===== config.mk =====
export PLATFORM = sky130hd
export DESIGN_NAME = bresenham_line_rasterizer
export DESIGN_NICKNAME = d
export VERILOG_FILES = /design/src/sv/brl_pkg.sv /design/src/sv/brl_setup.sv /design/src/sv/brl_step.sv /design/src/sv/bresenham_line_rasterizer.sv
export SDC_FILE = /design/constraint.sdc
export NUM_CORES = 1
export LEC_CHECK = 0
export ABC_AREA = 1
export BUFFER_PORTS_ARGS = -buffer_cell sky130_fd_sc_hd__buf_2
export CAP_MARGIN = 25
export CORE_MARGIN = 2
export CORE_UTILIZATION = 52
export CTS_BUF_LIST = sky130_fd_sc_hd__clkbuf_8
export DETAILED_ROUTE_END_ITERATION = 7
export PLACE_DENSITY = 0.71
export SYNTH_ARGS = -nofsm -noshare
export SYNTH_HDL_FRONTEND = slang
export SYNTH_SLANG_ARGS = --single-unit

===== constraint.sdc =====
create_clock -name clk -period 4.6 [get_ports clk]
set_clock_uncertainty 0.1 [all_clocks]
set_input_delay 0.69 -clock clk [delete_from_list [all_inputs] [get_ports clk]]
set_output_delay 0.69 -clock clk [all_outputs]
set_load 0.01 [all_outputs]

===== src/sv/brl_pkg.sv =====
// Shared types and constants for the Bresenham line rasterizer.
package brl_pkg;

	localparam int COORD_BITS  = 16;
	localparam int FIELD_BITS  = 16;
	localparam int COLOR_BITS  = 16;
	localparam int SCREEN_BITS = 11;
	localparam int CMP_BITS    = (COORD_BITS > SCREEN_BITS) ? COORD_BITS : SCREEN_BITS;

	localparam logic [SCREEN_BITS-1:0] WIDTH_RESET  = SCREEN_BITS'(480);
	localparam logic [SCREEN_BITS-1:0] HEIGHT_RESET = SCREEN_BITS'(320);

	// request command codes
	localparam logic CMD_LOAD = 1'b0;
	localparam logic CMD_STEP = 1'b1;

	// configuration register indexes
	localparam logic REG_SCREEN_WIDTH  = 1'b0;
	localparam logic REG_SCREEN_HEIGHT = 1'b1;

	typedef logic signed [COORD_BITS-1:0] coord_t;

	typedef struct packed {
		logic                         command;
		logic signed [FIELD_BITS-1:0] start_x;
		logic signed [FIELD_BITS-1:0] start_y;
		logic signed [FIELD_BITS-1:0] end_x;
		logic signed [FIELD_BITS-1:0] end_y;
		logic [COLOR_BITS-1:0]        line_color;
	} brl_cmd_t;

	typedef struct packed {
		logic signed [FIELD_BITS-1:0] pixel_x;
		logic signed [FIELD_BITS-1:0] pixel_y;
		logic [COLOR_BITS-1:0]        pixel_color;
		logic                         on_screen;
		logic                         last_pixel;
	} brl_pix_t;

	// walk state of the current line
	typedef struct packed {
		coord_t                major_pos;
		coord_t                minor_pos;
		coord_t                major_end;
		coord_t                major_delta;
		coord_t                minor_delta;
		coord_t                error_term;
		logic                  minor_goes_down;
		logic                  axes_swapped;
		logic                  line_active;
		logic [COLOR_BITS-1:0] held_color;
	} brl_line_t;

endpackage


===== src/sv/brl_setup.sv =====
// Line setup: axis choice, endpoint ordering, deltas and initial error.
module brl_setup import brl_pkg::*; (
	input  brl_cmd_t  cmd,
	output brl_line_t line
);

	localparam int DB = COORD_BITS + 1;

	coord_t ax, ay, bx, by;
	logic signed [DB-1:0] dx, dy, dmaj, dmin;
	logic [DB-1:0] adx, ady, admaj, admin;
	logic steep, swap, dmin_neg, dmin_zero;
	coord_t p0, p1, q0, q1, mdelta, mdelta_adj;

	always_comb begin
		ax = $signed(cmd.start_x[COORD_BITS-1:0]);
		ay = $signed(cmd.start_y[COORD_BITS-1:0]);
		bx = $signed(cmd.end_x[COORD_BITS-1:0]);
		by = $signed(cmd.end_y[COORD_BITS-1:0]);
		dx = DB'(bx) - DB'(ax);
		dy = DB'(by) - DB'(ay);
		adx = dx[DB-1] ? DB'(-dx) : DB'(dx);
		ady = dy[DB-1] ? DB'(-dy) : DB'(dy);
		steep = ady > adx;
		dmaj  = steep ? dy : dx;
		dmin  = steep ? dx : dy;
		admaj = steep ? ady : adx;
		admin = steep ? adx : ady;
		p0 = steep ? ay : ax;
		p1 = steep ? by : bx;
		q0 = steep ? ax : ay;
		q1 = steep ? bx : by;
		// endpoints run backward along the major axis: walk from the far end
		swap = dmaj[DB-1];
		dmin_neg  = dmin[DB-1];
		dmin_zero = (dmin == '0);
		mdelta = $signed(admaj[COORD_BITS-1:0]);
		// signed halving that truncates toward zero
		mdelta_adj = mdelta + COORD_BITS'(mdelta[COORD_BITS-1]);

		line.major_pos       = swap ? p1 : p0;
		line.major_end       = swap ? p0 : p1;
		line.minor_pos       = swap ? q1 : q0;
		line.major_delta     = mdelta;
		line.minor_delta     = $signed(admin[COORD_BITS-1:0]);
		line.error_term      = mdelta_adj >>> 1;
		line.minor_goes_down = swap ? !dmin_neg : (dmin_neg | dmin_zero);
		line.axes_swapped    = steep;
		line.line_active     = 1'b1;
		line.held_color      = cmd.line_color;
	end

endmodule


===== src/sv/brl_step.sv =====
// One walk step: current pixel with clip and last flags, next walk state.
module brl_step import brl_pkg::*; (
	input  brl_line_t              line,
	input  logic [SCREEN_BITS-1:0] screen_width,
	input  logic [SCREEN_BITS-1:0] screen_height,
	output brl_pix_t               pix,
	output brl_line_t              line_next
);

	coord_t x, y, err_sub, minor_inc;
	logic x_in, y_in, last;

	always_comb begin
		x = line.axes_swapped ? line.minor_pos : line.major_pos;
		y = line.axes_swapped ? line.major_pos : line.minor_pos;
		x_in = !x[COORD_BITS-1] &&
			(CMP_BITS'(x[COORD_BITS-1:0]) < CMP_BITS'(screen_width));
		y_in = !y[COORD_BITS-1] &&
			(CMP_BITS'(y[COORD_BITS-1:0]) < CMP_BITS'(screen_height));
		last = line.major_pos >= line.major_end;

		pix.pixel_x     = FIELD_BITS'(x);
		pix.pixel_y     = FIELD_BITS'(y);
		pix.pixel_color = line.held_color;
		pix.on_screen   = x_in & y_in;
		pix.last_pixel  = last;

		line_next = line;
		err_sub = line.error_term - line.minor_delta;
		minor_inc = line.minor_goes_down ? '1 : COORD_BITS'(1);
		if (err_sub[COORD_BITS-1]) begin
			line_next.minor_pos  = line.minor_pos + minor_inc;
			line_next.error_term = err_sub + line.major_delta;
		end else begin
			line_next.error_term = err_sub;
		end
		if (last) begin
			line_next.line_active = 1'b0;
		end else begin
			line_next.major_pos = line.major_pos + COORD_BITS'(1);
		end
	end

endmodule


===== src/sv/bresenham_line_rasterizer.sv =====
// Top level of the Bresenham line rasterizer with screen clipping.
// A load request (command 0) takes two endpoints and a color and sets up an integer
// Bresenham walk in the same cycle; it produces no pixel. Each step request
// (command 1) produces the next pixel of the line: position, color, an on_screen
// flag (0 <= x < screen_width, 0 <= y < screen_height) and last_pixel on the final
// pixel. Steps while no line is active are taken and dropped; a load during a
// line replaces it. Coordinates wrap as two's complement of COORD_BITS bits.
// The walk state register feeds the step logic; the setup and step logic write back
// to it, and the step logic feeds the pixel output register, so a request is
// taken every cycle as long as the pixel register is empty or being drained.
// screen_width and screen_height reset to 480 and 320 and are written through
// cfg_we/cfg_index/cfg_data; only while idle, which the user ensures, not the block.
module bresenham_line_rasterizer import brl_pkg::*; (
	input  logic                   clk,
	input  logic                   arst_n,
	input  logic                   cmd_valid,
	output logic                   cmd_ready,
	input  brl_cmd_t               cmd,
	output logic                   pix_valid,
	input  logic                   pix_ready,
	output brl_pix_t               pix,
	input  logic                   cfg_we,
	input  logic                   cfg_index,
	input  logic [SCREEN_BITS-1:0] cfg_data
);

	logic [SCREEN_BITS-1:0] screen_width_q, screen_height_q;
	brl_line_t line_q, setup_line, step_line;
	brl_pix_t  step_pix, pix_q;
	logic      pix_valid_q;
	logic      accept, is_load, emit;

	brl_setup u_setup (
		.cmd  (cmd),
		.line (setup_line)
	);

	brl_step u_step (
		.line          (line_q),
		.screen_width  (screen_width_q),
		.screen_height (screen_height_q),
		.pix           (step_pix),
		.line_next     (step_line)
	);

	// output register drains in the same cycle it refills
	assign cmd_ready = !pix_valid_q || pix_ready;
	assign accept    = cmd_valid && cmd_ready;
	assign is_load   = (cmd.command == CMD_LOAD);
	assign emit      = accept && (cmd.command == CMD_STEP) && line_q.line_active;

	// configuration registers
	always_ff @(posedge clk or negedge arst_n) begin
		if (!arst_n) begin
			screen_width_q  <= WIDTH_RESET;
			screen_height_q <= HEIGHT_RESET;
		end else if (cfg_we) begin
			unique case (cfg_index)
				REG_SCREEN_WIDTH:  screen_width_q  <= cfg_data;
				REG_SCREEN_HEIGHT: screen_height_q <= cfg_data;
				default: ;
			endcase
		end
	end

	// walk state: load replaces it, an active step advances it
	always_ff @(posedge clk or negedge arst_n) begin
		if (!arst_n) begin
			line_q <= '0;
		end else if (accept && is_load) begin
			line_q <= setup_line;
		end else if (emit) begin
			line_q <= step_line;
		end
	end

	// pixel output register
	always_ff @(posedge clk or negedge arst_n) begin
		if (!arst_n) begin
			pix_valid_q <= 1'b0;
		end else if (emit) begin
			pix_valid_q <= 1'b1;
		end else if (pix_ready) begin
			pix_valid_q <= 1'b0;
		end
	end

	always_ff @(posedge clk) begin
		if (emit) begin
			pix_q <= step_pix;
		end
	end

	assign pix_valid = pix_valid_q;
	assign pix       = pix_q;

endmodule


==> results.py <==
metrics = {
    "logic_synthesis": {
        "ys_top_cells_by_count": "nand2_1, inv_1, o21ai_0",
        "synth_cells": 2445,
        "yosysTopAreaCell": "dfrtp_1",
        "synth_top_cell_area_share": 0.199,
        "synth_warnings": 0,
        "synth_edf_count": 50,
        "avgSynthCellArea_sq_um": 6.78,
        "ys_async_sr_fraction": 0.734,
        "ys_top_cells_by_area": "dfrtp_1, nand2_1, ha_1, edfxtp_1, inv_1",
        "ys.flop_type": "dfrtp_1",
        "ys_seq_elements": 188,
        "synth-seq-area-share": 0.299,
        "syn_nets": 2689,
        "synth_most_common_cell": "nand2_1",
        "yosys.cell_types.count": 57,
        "netlist_area_sq_mm": 0.0166,
    },
    "placed_design": {
        "numPortBuffers": 149,
        "dp_hpwl_microns": 42600,
        "routabilityCongestion": 1.01,
        "place_inst": 3242,
    },
    "timing": {
        "hold_viol_final": 0,
        "slew_violations": 0,
        "max-slew-margin-rel": 0.296,
        "tns_ns": -28.98,
        "period_needed_ns": 5.35,
        "setup_violations": 65,
        "tightest_slew_ns": 1.06,
        "fmax_mhz": 187,
        "timing.hold.ws_ns": 0.0975,
        "rsz0062_at_grt": "yes",
        "layout_setup_ws_ns": -0.751,
        "min_period_over_period": 1.16,
    },
    "die": {
        "die_h_microns": 183,
        "rows": 65,
        "die_w_microns": 183,
        "coreArea_sq_mm": 0.0315,
        "die-area_sq_mm": 0.0333,
        "initial_core_util": 0.526,
        "io_pins": 150,
    },
    "power_and_ir_drop": {
        "p_leak_nw": 11.7,
        "p_per_area_mw_per_mm2": 778,
        "max-vdd-ir-drop_mv": 0.413,
        "seqPwrFrac": 0.159,
        "p_comb_frac": 0.779,
        "p_switching_mw": 8.80,
        "power.internal_mw": 8.63,
        "p_sw_frac": 0.505,
        "clkPwrFrac": 0.062,
        "power_mw": 17.4,
    },
    "critical_path": {
        "rr_startpoint": "line_q[21]$_DFFE_PN0P_",
        "crit_path_max_incr_delay_ns": 0.54,
        "endpoint": "line_q[28]$_DFFE_PN0P_",
        "startpoint_type": "primary input",
        "critPathMostFrequentCell": "inv_2",
        "cp.arrival_ns": 5.66,
        "slowest_stage": "fa_2",
        "end_kind": "register",
        "reg2reg_depth": 25,
        "startpoint": "cmd[16]",
        "r2r-end": "line_q[33]$_DFFE_PN0P_",
        "crit_type": "in -> reg",
        "cp_max_fo": 7,
        "r2r_slack_ns": 0.45,
        "critPathRequiredTime_ns": 4.91,
    },
    "drt": {
        "ant_nets": 0,
        "vias": 18300,
        "drt_iter0_drc": 1483,
        "drt_wl_total_microns": 56800,
        "drc": 0,
        "wl_per_cell_microns": 16.9,
        "drt_first_pass_iters": 5,
        "viasPerCell": 5.45,
    },
    "layout": {
        "diodes": 0,
        "nets": 3187,
        "finalNonFillerCells": 3358,
        "multi_input_area_sq_mm": 0.0108,
        "final_util": 0.712,
        "layout-drive-gt1-share": 0.297,
        "layout-area-overhead-vs-synth_pct": 35.3,
        "nFillCells": 2568,
        "seqCellArea_sq_mm": 0.00496,
    },
    "clock_tree": {
        "cts_tree": "yes",
        "htree_levels": 4,
        "cts_buffer_depth": 2,
        "cts_sinks": 188,
        "insertion_delay_ns": 0.49,
        "cts-root-buf": "clkbuf_8",
        "cts_made_buffers": 17,
        "clk_pin_slew_ns": 0.11,
    },
    "global_route": {
        "grt_pass1_vias": 17100,
        "overflow": 0,
        "grt_pass1_wl_microns": 86400,
        "antenna_found_initial": 0,
        "grt_max_degree": 94,
        "grt_usage": 0.327,
    },
    "status": {
        "status": "finished, violations left",
        "failed_checks": "setup timing",
    },
    "min_path": {
        "min_path_type": "in -> async",
    },
    "job": {
        "cap_violations": 0,
    },
}
-- worst max-delay path: cells and delay by family --
kind | cells | cell delay [ns]
compound gates | 5 | 0.79
fa+ha+maj | 4 | 1.37
buf+inv | 8 | 0.54
xor+xnor | 1 | 0.22
simple gates | 20 | 2.08
-- repair_timing --
action / 4_1_cts / 5_1_grt
gates resized for setup: 148 / 134
hold buffers: 0 / 0
gates cloned: 3 / 9
setup endpoints to repair: 88 / 93
setup buffers: 45 / 31
pin swaps: 66 / 80
-- metrics by stage --
step | setup WS, ns | cell area (sq um)
after floorplan | -0.789 | 16700
after CTS | -0.513 | 21600
after global placement | -1.37 | 20100
final | -0.751 | 22400
after global routing | -1.01 | 22400
after detailed placement | -1.48 | 20100
-- per-layer routing --
layer,vias to the layer above,GRT usage,routed length [microns]
met3,131,0.0391,3840
li1,8983,-,-
met5,-,0,0
met2,728,0.539,26300
met4,0,0.131,2400
met1,8444,0.440,24300
-- power by group through the flow --
| stage | Combinational, mW | Clock, mW | Sequential [mW] |
|---|---|---|---|
| 4_1_cts | 12.2 | 1.10 | 2.77 |
| 3_5_place_dp | 11.1 | 0 | 2.80 |
| 6_report | 13.6 | 1.08 | 2.78 |
| 5_1_grt | 14.8 | 1.17 | 2.85 |
| 3_3_place_gp | 10.8 | 0 | 2.78 |
| 2_1_floorplan | 7.62 | 0 | 2.69 |
-- registers in the layout, summed over array words and instances, names as in the netlist --
| signal | cells |
|---|---|
| line_q | 115 |
| screen_height_q | 11 |
| screen_width_q | 11 |
| pix | 50 |
| pix_valid | 1 |
-- cell usage in the layout (no fill, tap or decap), types with 13 or more instances in the layout --
master / netlist / layout
buf_4: 3 / 366
inv_2: 23 / 34
buf_2: 10 / 146
a21oi_2: 3 / 23
xor2_1: 39 / 36
o21ai_1: 20 / 32
ha_4: 0 / 17
clkbuf_8: 0 / 18
a21oi_1: 121 / 98
nand4_1: 27 / 27
nand3_1: 150 / 130
ha_1: 140 / 121
buf_6: 1 / 21
buf_12: 1 / 13
nand2_4: 4 / 17
o221ai_1: 15 / 15
inv_1: 367 / 351
nor2_1: 132 / 116
edfxtp_1: 50 / 50
nand2_1: 701 / 662
dfrtp_1: 132 / 132
a31oi_1: 21 / 21
o211ai_1: 16 / 16
nand3_2: 10 / 28
o21ai_0: 220 / 185
nand2_2: 33 / 59
nor2_2: 12 / 23
o21ai_2: 1 / 19
-- how the worst min path moves through the flow --
stage,cells after the start,slack (ns),to,start
global placement,0,0.33,pix[12]$_DFFE_PP_,line_q[10]$_DFFE_PN0P_
global route,1,0.17,screen_height_q[5]$_DFFE_PN0P_,arst_n
CTS,1,0.14,screen_height_q[5]$_DFFE_PN0P_,arst_n
detailed placement,0,0.33,pix[15]$_DFFE_PP_,line_q[13]$_DFFE_PN0P_
floorplan,0,0.29,line_q[0]$_DFFE_PN0P_,arst_n
finish,1,0.1,screen_height_q[5]$_DFFE_PN0P_,arst_n
-- cell families after synthesis --
group                      count (synthesis)  synth area share
AOI/OAI and AO/OA                        469             0.158
and+or+nand+nor                         1114             0.289
buffers and inverters                    471             0.110
adders and majority gates                146             0.113
xor gates and xnor gates                  53            0.0285
DFF                                      188             0.299
muxes                                      4           0.00242
-- layout make-up --
type | count | share of cell area
clock buffers | 18 | 0.0111
clock inverters | 14 | 0.00608
inverters | 390 | 0.0668
multi-input cells | 1786 | 0.481
flip-flops and latches | 188 | 0.221
well taps | 402 | 0.0224
repair buffers | 560 | 0.191
No activity file was read; power rests on OpenSTA's default activity.
